--- src/design/sdsh_pkg.sv ---
// ----------------------------------------------------------------------------
// SD SPI host sequencer package
// Payload types, result codes, reset values and result builders.
// ----------------------------------------------------------------------------
package sdsh_pkg;

    // Default data block length in bytes
    localparam int BLOCK_BYTES_DEF = 512;

    // Configuration register indexes and reset values
    localparam logic CFG_R1_RETRY_LIMIT       = 1'b0;
    localparam logic CFG_POWER_ON_DUMMY_COUNT = 1'b1;
    localparam logic [3:0] R1_RETRY_LIMIT_RST       = 4'd8;
    localparam logic [5:0] POWER_ON_DUMMY_COUNT_RST = 6'd10;
    localparam int CFG_DATA_W = 6;

    // Request types
    localparam logic [1:0] REQ_INIT = 2'd0;
    localparam logic [1:0] REQ_READ = 2'd1;
    localparam logic [1:0] REQ_RX   = 2'd2;

    // Result kinds
    localparam logic [1:0] KIND_TX     = 2'd0;
    localparam logic [1:0] KIND_DATA   = 2'd1;
    localparam logic [1:0] KIND_STATUS = 2'd2;

    // Status codes
    localparam logic [2:0] ST_OK          = 3'd0;
    localparam logic [2:0] ST_NO_CARD     = 3'd1;
    localparam logic [2:0] ST_RESET_FAIL  = 3'd2;
    localparam logic [2:0] ST_VERIFY_FAIL = 3'd3;
    localparam logic [2:0] ST_INIT_FAIL   = 3'd4;
    localparam logic [2:0] ST_READ_REJECT = 3'd5;

    // Bus byte values
    localparam logic [7:0] BYTE_IDLE     = 8'hFF;
    localparam logic [7:0] TOKEN_START   = 8'hFE;
    localparam logic [7:0] R1_IN_IDLE    = 8'h01;
    localparam logic [7:0] CHECK_PATTERN = 8'hAA;

    typedef struct packed {
        logic [1:0]  req_type;
        logic [31:0] block_addr;
        logic [7:0]  rx_byte;
        logic        card_present;
    } req_t;

    typedef struct packed {
        logic [1:0] out_kind;
        logic [7:0] out_byte;
        logic       select_active;
        logic [2:0] status_code;
        logic       last_out;
    } rsp_t;

    // Results produced by one transaction, first in item0
    typedef struct packed {
        logic [1:0] cnt;
        rsp_t       item0;
        rsp_t       item1;
    } push_t;

    function automatic rsp_t mk_tx(logic [7:0] b, logic sel);
        rsp_t r;
        r.out_kind      = KIND_TX;
        r.out_byte      = b;
        r.select_active = sel;
        r.status_code   = ST_OK;
        r.last_out      = 1'b0;
        return r;
    endfunction

    function automatic rsp_t mk_data(logic [7:0] b);
        rsp_t r;
        r.out_kind      = KIND_DATA;
        r.out_byte      = b;
        r.select_active = 1'b0;
        r.status_code   = ST_OK;
        r.last_out      = 1'b0;
        return r;
    endfunction

    function automatic rsp_t mk_status(logic [2:0] code);
        rsp_t r;
        r.out_kind      = KIND_STATUS;
        r.out_byte      = 8'h00;
        r.select_active = 1'b0;
        r.status_code   = code;
        r.last_out      = 1'b0;
        return r;
    endfunction

endpackage

--- src/design/sd_spi_host_sequencer.sv ---
// A transaction is held in the input register, then its results in the result buffer.
// Throughput: one transaction per cycle when its results fit; a block data byte gives two results,
// and the result port drains one per cycle, so data bytes wait on the result port.
// The input register frees as soon as its results fit in the two-entry result buffer.
// Reset: sequencer idle, buffers empty, r1_retry_limit 8, power_on_dummy_count 10.
// ----------------------------------------------------------------------------
// SD SPI host sequencer
// Byte-level SD card SPI init and single block read, one card byte per transaction.
// ----------------------------------------------------------------------------
module sd_spi_host_sequencer
#(
    parameter int BLOCK_BYTES = sdsh_pkg::BLOCK_BYTES_DEF
)
(
    input  logic                          clk,
    input  logic                          rst_n,
    input  logic                          req_valid,
    output logic                          req_stall,
    input  sdsh_pkg::req_t                req,
    output logic                          rsp_valid,
    input  logic                          rsp_stall,
    output sdsh_pkg::rsp_t                rsp,
    input  logic                          cfg_we,
    input  logic                          cfg_index,
    input  logic [sdsh_pkg::CFG_DATA_W-1:0] cfg_data
);

    sdsh_pkg::req_t  req_hold_reg;
    logic            req_full_reg;
    logic [3:0]      r1_retry_limit_reg;
    logic [5:0]      power_on_dummy_count_reg;
    sdsh_pkg::push_t push;
    logic [1:0]      space;
    logic            fire;
    logic            accept;

    // Consume the held transaction when all its results fit
    assign fire      = req_full_reg && (push.cnt <= space);
    assign req_stall = req_full_reg && !fire;
    assign accept    = req_valid && !req_stall;

    // Hold the input register and configuration
    always_ff @(posedge clk or negedge rst_n)
    begin
        if (!rst_n)
        begin
            req_full_reg             <= 1'b0;
            r1_retry_limit_reg       <= sdsh_pkg::R1_RETRY_LIMIT_RST;
            power_on_dummy_count_reg <= sdsh_pkg::POWER_ON_DUMMY_COUNT_RST;
        end
        else
        begin
            if (accept)
            begin
                req_full_reg <= 1'b1;
            end
            else if (fire)
            begin
                req_full_reg <= 1'b0;
            end
            if (cfg_we && (cfg_index == sdsh_pkg::CFG_R1_RETRY_LIMIT))
            begin
                r1_retry_limit_reg <= cfg_data[3:0];
            end
            if (cfg_we && (cfg_index == sdsh_pkg::CFG_POWER_ON_DUMMY_COUNT))
            begin
                power_on_dummy_count_reg <= cfg_data[5:0];
            end
        end
    end

    // Capture transaction payload
    always_ff @(posedge clk)
    begin
        if (accept)
        begin
            req_hold_reg <= req;
        end
    end

    sdsh_core #(
        .BLOCK_BYTES (BLOCK_BYTES)
    ) u_core (
        .clk                  (clk),
        .rst_n                (rst_n),
        .fire                 (fire),
        .item                 (req_hold_reg),
        .r1_retry_limit       (r1_retry_limit_reg),
        .power_on_dummy_count (power_on_dummy_count_reg),
        .push                 (push)
    );

    sdsh_out_buf u_out_buf (
        .clk       (clk),
        .rst_n     (rst_n),
        .fire      (fire),
        .push      (push),
        .rsp_stall (rsp_stall),
        .rsp_valid (rsp_valid),
        .rsp       (rsp),
        .space     (space)
    );

endmodule

--- src/design/sdsh_out_buf.sv ---
// ----------------------------------------------------------------------------
// SD SPI host sequencer result buffer
// Two-entry result register; takes up to two results per cycle, shows one.
// ----------------------------------------------------------------------------
module sdsh_out_buf
(
    input  logic            clk,
    input  logic            rst_n,
    input  logic            fire,
    input  sdsh_pkg::push_t push,
    input  logic            rsp_stall,
    output logic            rsp_valid,
    output sdsh_pkg::rsp_t  rsp,
    output logic [1:0]      space
);

    logic [1:0]     count_reg;
    logic [1:0]     count_next;
    sdsh_pkg::rsp_t slot0_reg;
    sdsh_pkg::rsp_t slot0_next;
    sdsh_pkg::rsp_t slot1_reg;
    sdsh_pkg::rsp_t slot1_next;
    logic           pop;
    logic [1:0]     rem;
    logic [1:0]     n_push;

    assign rsp_valid = (count_reg != 2'd0);
    assign rsp       = slot0_reg;
    assign pop       = rsp_valid && !rsp_stall;
    assign space     = 2'(2'd2 - count_reg + {1'b0, pop});
    assign rem       = 2'(count_reg - {1'b0, pop});
    assign n_push    = fire ? push.cnt : 2'd0;

    // Drop the taken head, then append new results behind what remains
    always_comb
    begin
        slot0_next = slot0_reg;
        slot1_next = slot1_reg;
        case (rem)
            2'd0:
            begin
                slot0_next = push.item0;
                slot1_next = push.item1;
            end
            2'd1:
            begin
                slot0_next = pop ? slot1_reg : slot0_reg;
                slot1_next = push.item0;
            end
            default:
            begin
                slot0_next = slot0_reg;
                slot1_next = slot1_reg;
            end
        endcase
        count_next = 2'(rem + n_push);
    end

    // Hold fill level
    always_ff @(posedge clk or negedge rst_n)
    begin
        if (!rst_n)
        begin
            count_reg <= 2'd0;
        end
        else
        begin
            count_reg <= count_next;
        end
    end

    // Hold result payload
    always_ff @(posedge clk)
    begin
        slot0_reg <= slot0_next;
        slot1_reg <= slot1_next;
    end

endmodule

--- src/design/sdsh_core.sv ---
// ----------------------------------------------------------------------------
// SD SPI host sequencer core
// Card init and block read state machine; decides results for one transaction.
// ----------------------------------------------------------------------------
module sdsh_core
#(
    parameter int BLOCK_BYTES = sdsh_pkg::BLOCK_BYTES_DEF
)
(
    input  logic            clk,
    input  logic            rst_n,
    input  logic            fire,
    input  sdsh_pkg::req_t  item,
    input  logic [3:0]      r1_retry_limit,
    input  logic [5:0]      power_on_dummy_count,
    output sdsh_pkg::push_t push
);

    localparam int IDX_W = (BLOCK_BYTES > 1) ? $clog2(BLOCK_BYTES) : 1;
    localparam int CNT_W = (IDX_W > 6) ? IDX_W : 6;
    localparam logic [CNT_W-1:0] LAST_IDX = CNT_W'(BLOCK_BYTES - 1);

    typedef enum logic [3:0] {
        PH_IDLE,
        PH_PWR,
        PH_GARB,
        PH_READY,
        PH_CMD,
        PH_R1,
        PH_R3,
        PH_TOKEN,
        PH_DATA,
        PH_CRC
    } phase_t;

    typedef enum logic [2:0] {
        CMD_GO,
        CMD_IFC,
        CMD_APP,
        CMD_OPC,
        CMD_OCR,
        CMD_READ
    } cmd_t;

    phase_t           phase_reg;
    phase_t           phase_next;
    logic [CNT_W-1:0] byte_count_reg;
    logic [CNT_W-1:0] byte_count_next;
    logic [3:0]       poll_count_reg;
    logic [3:0]       poll_count_next;
    logic [39:0]      response_bytes_reg;
    logic [39:0]      response_bytes_next;
    logic [31:0]      address_hold_reg;
    logic [31:0]      address_hold_next;
    cmd_t             cur_cmd_reg;
    cmd_t             cur_cmd_next;

    logic             do_start;
    cmd_t             start_sel;
    logic             do_status;
    logic [2:0]       status_val;
    logic [39:0]      resp_shift;
    logic [7:0]       rx;
    sdsh_pkg::push_t  res;

    // Command frame byte at position idx (0 index, 1..4 argument, 5 CRC)
    function automatic logic [7:0] cmd_byte(cmd_t c, logic [2:0] idx, logic [31:0] addr);
        logic [7:0] first;
        logic [7:0] crc;
        logic [31:0] arg;
        case (c)
            CMD_GO:   begin first = 8'h40; crc = 8'h95; arg = 32'h0000_0000; end
            CMD_IFC:  begin first = 8'h48; crc = 8'h87; arg = 32'h0000_01AA; end
            CMD_APP:  begin first = 8'h77; crc = 8'hFF; arg = 32'h0000_0000; end
            CMD_OPC:  begin first = 8'h69; crc = 8'hFF; arg = 32'h4000_00A0; end
            CMD_OCR:  begin first = 8'h7A; crc = 8'hFF; arg = 32'h0000_0000; end
            CMD_READ: begin first = 8'h51; crc = 8'hFF; arg = addr;          end
            default:  begin first = 8'h40; crc = 8'h95; arg = 32'h0000_0000; end
        endcase
        case (idx)
            3'd0:    return first;
            3'd1:    return arg[31:24];
            3'd2:    return arg[23:16];
            3'd3:    return arg[15:8];
            3'd4:    return arg[7:0];
            default: return crc;
        endcase
    endfunction

    assign rx         = item.rx_byte;
    assign resp_shift = {response_bytes_reg[31:0], rx};

    // Decide next state and the results of the held transaction
    always_comb
    begin
        phase_next          = phase_reg;
        byte_count_next     = byte_count_reg;
        poll_count_next     = poll_count_reg;
        response_bytes_next = response_bytes_reg;
        address_hold_next   = address_hold_reg;
        cur_cmd_next        = cur_cmd_reg;
        do_start            = 1'b0;
        start_sel           = cur_cmd_reg;
        do_status           = 1'b0;
        status_val          = sdsh_pkg::ST_OK;
        res                 = '0;

        case (item.req_type)
            sdsh_pkg::REQ_INIT:
            begin
                if (!item.card_present)
                begin
                    do_status  = 1'b1;
                    status_val = sdsh_pkg::ST_NO_CARD;
                end
                else
                begin
                    phase_next          = PH_PWR;
                    byte_count_next     = CNT_W'(1);
                    poll_count_next     = 4'd0;
                    response_bytes_next = 40'd0;
                    res.cnt             = 2'd1;
                    res.item0           = sdsh_pkg::mk_tx(sdsh_pkg::BYTE_IDLE, 1'b0);
                end
            end
            sdsh_pkg::REQ_READ:
            begin
                address_hold_next = item.block_addr;
                cur_cmd_next      = CMD_READ;
                poll_count_next   = 4'd0;
                byte_count_next   = '0;
                phase_next        = PH_READY;
                res.cnt           = 2'd1;
                res.item0         = sdsh_pkg::mk_tx(sdsh_pkg::BYTE_IDLE, 1'b1);
            end
            sdsh_pkg::REQ_RX:
            begin
                case (phase_reg)
                    PH_PWR:
                    begin
                        res.cnt = 2'd1;
                        if (byte_count_reg < CNT_W'(power_on_dummy_count))
                        begin
                            byte_count_next = CNT_W'(byte_count_reg + 1'b1);
                            res.item0 = sdsh_pkg::mk_tx(sdsh_pkg::BYTE_IDLE, 1'b0);
                        end
                        else
                        begin
                            phase_next      = PH_GARB;
                            byte_count_next = CNT_W'(1);
                            res.item0 = sdsh_pkg::mk_tx(sdsh_pkg::BYTE_IDLE, 1'b1);
                        end
                    end
                    PH_GARB:
                    begin
                        if (byte_count_reg < CNT_W'(3))
                        begin
                            byte_count_next = CNT_W'(byte_count_reg + 1'b1);
                            res.cnt   = 2'd1;
                            res.item0 = sdsh_pkg::mk_tx(sdsh_pkg::BYTE_IDLE, 1'b1);
                        end
                        else
                        begin
                            do_start  = 1'b1;
                            start_sel = CMD_GO;
                        end
                    end
                    PH_READY:
                    begin
                        do_start  = 1'b1;
                        start_sel = cur_cmd_reg;
                    end
                    PH_CMD:
                    begin
                        res.cnt   = 2'd1;
                        res.item0 = sdsh_pkg::mk_tx(
                            cmd_byte(cur_cmd_reg, byte_count_reg[2:0], address_hold_reg),
                            1'b1);
                        byte_count_next = CNT_W'(byte_count_reg + 1'b1);
                        if (byte_count_reg >= CNT_W'(5))
                        begin
                            phase_next      = PH_R1;
                            poll_count_next = 4'd0;
                        end
                    end
                    PH_R1:
                    begin
                        if (rx[7] && (poll_count_reg < r1_retry_limit))
                        begin
                            poll_count_next = 4'(poll_count_reg + 1'b1);
                            res.cnt   = 2'd1;
                            res.item0 = sdsh_pkg::mk_tx(sdsh_pkg::BYTE_IDLE, 1'b1);
                        end
                        else
                        begin
                            case (cur_cmd_reg)
                                CMD_GO:
                                begin
                                    if (rx == sdsh_pkg::R1_IN_IDLE)
                                    begin
                                        do_start  = 1'b1;
                                        start_sel = CMD_IFC;
                                    end
                                    else
                                    begin
                                        do_status  = 1'b1;
                                        status_val = sdsh_pkg::ST_RESET_FAIL;
                                    end
                                end
                                CMD_APP:
                                begin
                                    do_start  = 1'b1;
                                    start_sel = CMD_OPC;
                                end
                                CMD_OPC:
                                begin
                                    do_start  = 1'b1;
                                    start_sel = (rx == sdsh_pkg::R1_IN_IDLE) ? CMD_APP : CMD_OCR;
                                end
                                CMD_READ:
                                begin
                                    if (rx != 8'h00)
                                    begin
                                        do_status  = 1'b1;
                                        status_val = sdsh_pkg::ST_READ_REJECT;
                                    end
                                    else
                                    begin
                                        phase_next = PH_TOKEN;
                                        res.cnt    = 2'd1;
                                        res.item0  = sdsh_pkg::mk_tx(sdsh_pkg::BYTE_IDLE, 1'b1);
                                    end
                                end
                                default:
                                begin
                                    // R3/R7 commands: keep R1, collect four more bytes
                                    response_bytes_next = {32'd0, rx};
                                    byte_count_next     = '0;
                                    phase_next          = PH_R3;
                                    res.cnt             = 2'd1;
                                    res.item0 = sdsh_pkg::mk_tx(sdsh_pkg::BYTE_IDLE, 1'b1);
                                end
                            endcase
                        end
                    end
                    PH_R3:
                    begin
                        response_bytes_next = resp_shift;
                        byte_count_next     = CNT_W'(byte_count_reg + 1'b1);
                        if (byte_count_reg < CNT_W'(3))
                        begin
                            res.cnt   = 2'd1;
                            res.item0 = sdsh_pkg::mk_tx(sdsh_pkg::BYTE_IDLE, 1'b1);
                        end
                        else if (cur_cmd_reg == CMD_IFC)
                        begin
                            if (resp_shift[7:0] == sdsh_pkg::CHECK_PATTERN)
                            begin
                                do_start  = 1'b1;
                                start_sel = CMD_APP;
                            end
                            else
                            begin
                                do_status  = 1'b1;
                                status_val = sdsh_pkg::ST_VERIFY_FAIL;
                            end
                        end
                        else
                        begin
                            // R1 clear and OCR card capacity bit set
                            do_status = 1'b1;
                            if ((resp_shift[39:32] == 8'h00) && resp_shift[30])
                            begin
                                status_val = sdsh_pkg::ST_OK;
                            end
                            else
                            begin
                                status_val = sdsh_pkg::ST_INIT_FAIL;
                            end
                        end
                    end
                    PH_TOKEN:
                    begin
                        if (rx == sdsh_pkg::TOKEN_START)
                        begin
                            phase_next      = PH_DATA;
                            byte_count_next = '0;
                        end
                        res.cnt   = 2'd1;
                        res.item0 = sdsh_pkg::mk_tx(sdsh_pkg::BYTE_IDLE, 1'b1);
                    end
                    PH_DATA:
                    begin
                        res.cnt   = 2'd2;
                        res.item0 = sdsh_pkg::mk_data(rx);
                        res.item1 = sdsh_pkg::mk_tx(sdsh_pkg::BYTE_IDLE, 1'b1);
                        if (byte_count_reg >= LAST_IDX)
                        begin
                            phase_next      = PH_CRC;
                            byte_count_next = '0;
                        end
                        else
                        begin
                            byte_count_next = CNT_W'(byte_count_reg + 1'b1);
                        end
                    end
                    PH_CRC:
                    begin
                        if (byte_count_reg == '0)
                        begin
                            byte_count_next = CNT_W'(1);
                            res.cnt   = 2'd1;
                            res.item0 = sdsh_pkg::mk_tx(sdsh_pkg::BYTE_IDLE, 1'b1);
                        end
                        else
                        begin
                            do_status  = 1'b1;
                            status_val = sdsh_pkg::ST_OK;
                        end
                    end
                    default:
                    begin
                        res.cnt = 2'd0;
                    end
                endcase
            end
            default:
            begin
                res.cnt = 2'd0;
            end
        endcase

        // Start a command: send its first byte once the card shows ready
        if (do_start)
        begin
            cur_cmd_next = start_sel;
            res.cnt      = 2'd1;
            if (rx == sdsh_pkg::BYTE_IDLE)
            begin
                byte_count_next = CNT_W'(1);
                phase_next      = PH_CMD;
                res.item0 = sdsh_pkg::mk_tx(cmd_byte(start_sel, 3'd0, address_hold_reg), 1'b1);
            end
            else
            begin
                phase_next = PH_READY;
                res.item0  = sdsh_pkg::mk_tx(sdsh_pkg::BYTE_IDLE, 1'b1);
            end
        end

        // Report status and drop back to idle
        if (do_status)
        begin
            phase_next = PH_IDLE;
            res.cnt    = 2'd1;
            res.item0  = sdsh_pkg::mk_status(status_val);
        end

        // Mark the final result of the transaction
        if (res.cnt == 2'd1)
        begin
            res.item0.last_out = 1'b1;
        end
        if (res.cnt == 2'd2)
        begin
            res.item1.last_out = 1'b1;
        end
    end

    assign push = res;

    // Hold sequencer state, advance when the transaction is consumed
    always_ff @(posedge clk or negedge rst_n)
    begin
        if (!rst_n)
        begin
            phase_reg          <= PH_IDLE;
            byte_count_reg     <= '0;
            poll_count_reg     <= 4'd0;
            response_bytes_reg <= 40'd0;
            address_hold_reg   <= 32'd0;
            cur_cmd_reg        <= CMD_GO;
        end
        else if (fire)
        begin
            phase_reg          <= phase_next;
            byte_count_reg     <= byte_count_next;
            poll_count_reg     <= poll_count_next;
            response_bytes_reg <= response_bytes_next;
            address_hold_reg   <= address_hold_next;
            cur_cmd_reg        <= cur_cmd_next;
        end
    end

endmodule

--- config.mk ---
export PLATFORM = sky130hd
export DESIGN_NAME = sd_spi_host_sequencer
export DESIGN_NICKNAME = d
export VERILOG_FILES = /design/src/design/sdsh_pkg.sv /design/src/design/sd_spi_host_sequencer.sv /design/src/design/sdsh_out_buf.sv /design/src/design/sdsh_core.sv
export SDC_FILE = /design/constraint.sdc
export NUM_CORES = 1
export LEC_CHECK = 0
export CORE_MARGIN = 2
export CORE_UTILIZATION = 60
export DETAILED_ROUTE_END_ITERATION = 8
export DONT_BUFFER_PORTS = 1
export PLACE_DENSITY = 0.8
export SYNTH_ARGS = -nofsm -noshare
export SYNTH_HDL_FRONTEND = slang
export SYNTH_SLANG_ARGS = --single-unit
--- constraint.sdc ---
create_clock -name clk -period 9.5 [get_ports clk]
set_clock_uncertainty 0.2 [all_clocks]
set_input_delay 1.9 -clock clk [delete_from_list [all_inputs] [get_ports clk]]
set_output_delay 1.9 -clock clk [all_outputs]
set_load 0.03 [all_outputs]
==> impl_metrics.ini <==
[placement]
place.gp.congestion = 0.969
dpl.hpwl_um = 18000
io_buffers = 0

[run_status]
outcome = finished, final reports clean

[global_route]
grt_usage_pct = 32.4
use_met3_pct = 6.20
grt_max_degree = 98
antenna_found_initial = 1
top_usage_layer = met2
met2_usage_pct = 51.9
grt_overflow = 0
grt_first_pass_wirelength_um = 39300
use_met1_pct = 43.7
grt_pass1_vias = 7032

[floorplan]
fp.coreArea_um2 = 14500
die_w_um = 126
rows = 44
die_h_um = 126
die_area_um2 = 15800
io_pins = 72
start_util_pct = 61.3

[sta]
setup_viol = 0
slew_viol_final = 0
grt_setup_unrepaired = false
final-hold-violation-count = 0
finalCritPeriodShare_pct = 65.3
whs_ns = 0.280
fin_tns_setup_ns = 0
fmax_mhz = 161
worst_pin_slew_ns = 1.26
slew_headroom_pct = 15.3
fin_crit_ns = 6.20

[layout]
fin_util_pct = 66.6
nFillCells = 1073
multiInputGateArea_um2 = 4020
largest_reg_flops = 43
area_delta_synth_final_pct = 8.69
regArea_um2 = 4620
drive_above_1_share_pct = 13.3
layout.nets = 926

[clock_tree]
root_buffer = clkbuf_16
worstSkewPairLatency_ns = 0.43
clkSinkCount = 170
cts.repair.resized = 0
cts_buffers = 17
clk_path_buf_depth = 2
tritoncts = done
postCtsSetupRepairBufs = 0
clk_pin_slew_ns = 0.08
htreeDepth = 4
cts_hold_buf = 0

[synthesis]
yosysSeqAreaShare_pct = 52.1
synth_compound_gate_area_share_pct = 17.3
synthesis.area_um2 = 8870
synth_simple_gate_area_share_pct = 18.0
synth_top_family_by_area = simple AND/OR/NAND/NOR gates
syn_inst = 862
synth_mux_area_share_pct = 5.44
ys_top_cells_by_count = nand2_1 (132), dfrtp_1 (94), o21ai_0 (80)
synth_top_area_share_pct = 26.5
yosysTopAreaCell = dfrtp_1
synth_edf_count = 73
async_reset_ff_share_pct = 57.1
synth.avg_cell_area_um2 = 10.3
synth-adder-area-share_pct = 3.53
ys.flop_type = dfrtp_1
yosysMostFrequentCell = nand2_1
synth_cell_type_count = 85
synth_xor_area_share_pct = 0.691
synth_area_leaders = dfrtp_1 (27%), edfxtp_1 (25%), nand2_1 (5.6%)
syn-num-nets = 942
ys_ff_latch = 170
yosysWarnings = 0

[setup_path]
cp.arrival_ns = 4.10
cp_slowest_cell = dfrtp_1
cp_slowest_stage_delay_ns = 0.53
cp-end-kind = output port
path_cells = inv_1 -> ha_1 -> nand2b_1 -> nor3_1 -> o221ai_1 -> o2bb2ai_2 -> nand3_1 -> inv_1 -> ha_1 -> nor2b_1 -> o21ai_0 -> inv_1 -> nand2_1 -> inv_1
cp.required_ns = 7.40
cp_max_fo = 13
cp_common_cell = inv_1
setup.worst_path.class = flip-flop to output port
path_buf_inv = 4
crit_family = simple AND/OR/NAND/NOR gates
startpoint_type = flip-flop

[power_and_ir_drop]
p_leak_nw = 3.81
max-vdd-ir-drop_mv = 0.211
power_density_nw_per_um2 = 323

[routing]
drtAntennaViolNets = 0
drtIter0Drc = 827
firstDrtPassIters = 7
viasPerCell = 6.79
vias = 7088
wire_per_inst_um = 23.9
drc = 0
routed_wl_um = 24900

[run]
cap_violations = 0

[hold_path]
hold_path_class = flip-flop to flip-flop
==> worst register-to-register path: stages, from the launching register on <==
cell and delay [ns]:
dfrtp_1 0.53, inv_1 0.14, ha_1 0.44, nand2b_1 0.24, nor3_1 0.35, o221ai_1 0.26
o2bb2ai_2 0.44, nand3_1 0.25, inv_1 0.11, ha_1 0.24, nor2b_1 0.13, o21ai_0 0.24
nand2_1 0.34, a211oi_1 1.13, and3_1 0.30, a221o_1 0.13
==> path summary, 6_finish.rpt <==
kind	from	to	slack, ns	cells past startpoint
min in group asynchronous	rst_n	u_core.response_bytes_reg[23]	0.96	0
max	u_core.byte_count_reg[0]	req_stall	3.30	14
min reg2reg	u_core.response_bytes_reg[23]	u_core.response_bytes_reg[23]	0.28	2
min	u_core.response_bytes_reg[23]	u_core.response_bytes_reg[23]	0.28	2
max reg2reg	u_core.byte_count_reg[0]	u_core.byte_count_reg[7]	3.97	15
max in group asynchronous	rst_n	power_on_dummy_count_reg[3]	7.92	0
==> routing by layer <==
| metal | up-vias | wire length, um |
|---|---|---|
| li1 | 3163 | - |
| met5 | - | 0 |
| met1 | 3464 | 10500 |
| met4 | 0 | 838 |
| met2 | 386 | 11900 |
| met3 | 75 | 1600 |
==> layout by cell type, fill, tap and decap left out, drive strengths merged, types with 10 or more instances in the layout <==
master  count
nand2b     17
mux2       42
edfxtp     73
nor4       10
o21ai      84
a21oi      20
nor2b      12
or3        10
and3       12
a31oi      13
inv        31
ha         25
nand3      22
nand2     132
nor2       55
nor3       16
clkbuf     17
dfrtp      94
==> cell type report <==
cell class / count / share of cell area (%)
well taps: 184 / 2.39
clock buffers: 17 / 4.41
clock inverters: 15 / 1.95
diodes: 1 / 0.0259
flip-flops and latches: 170 / 47.9
inverters: 24 / 0.934
multi-input cells: 624 / 41.7
repair buffers: 9 / 0.701
==> kinds of logic (layout without fill, tap and decap cells) <==
kind of cell	after synthesis	after routing
adder cells (fa/ha/maj)	25	25
AO/OA/AOI/OAI	222	222
buffers and inverters	68	65
AND/OR/NAND/NOR	327	327
XOR/XNOR	7	7
flip-flops	170	170
multiplexers	43	43
other	0	1
==> metrics by stage <==
| stage | total power [W] | area (um^2) | setup WS [ns] | instances |
|---|---|---|---|---|
| after floorplan | 0.00204 | 8870 | 4.12 | 862 |
| after global placement | 0.00233 | 9030 | 3.84 | 1011 |
| after detailed placement | 0.00238 | 9030 | 3.85 | 1011 |
| after CTS | 0.00309 | 9640 | 3.36 | 1043 |
| after global routing | 0.00326 | 9640 | 3.00 | 1043 |
| final | 0.00311 | 9640 | 3.30 | 1044 |
==> power by group <==
part | switching (W) | total [W] | internal, W
combinational | 0.000721 | 0.00111 | 0.000390
sequential | 0.000233 | 0.00129 | 0.00106
clock | 0.000346 | 0.000706 | 0.000360
(Power assumes the default switching activity.)
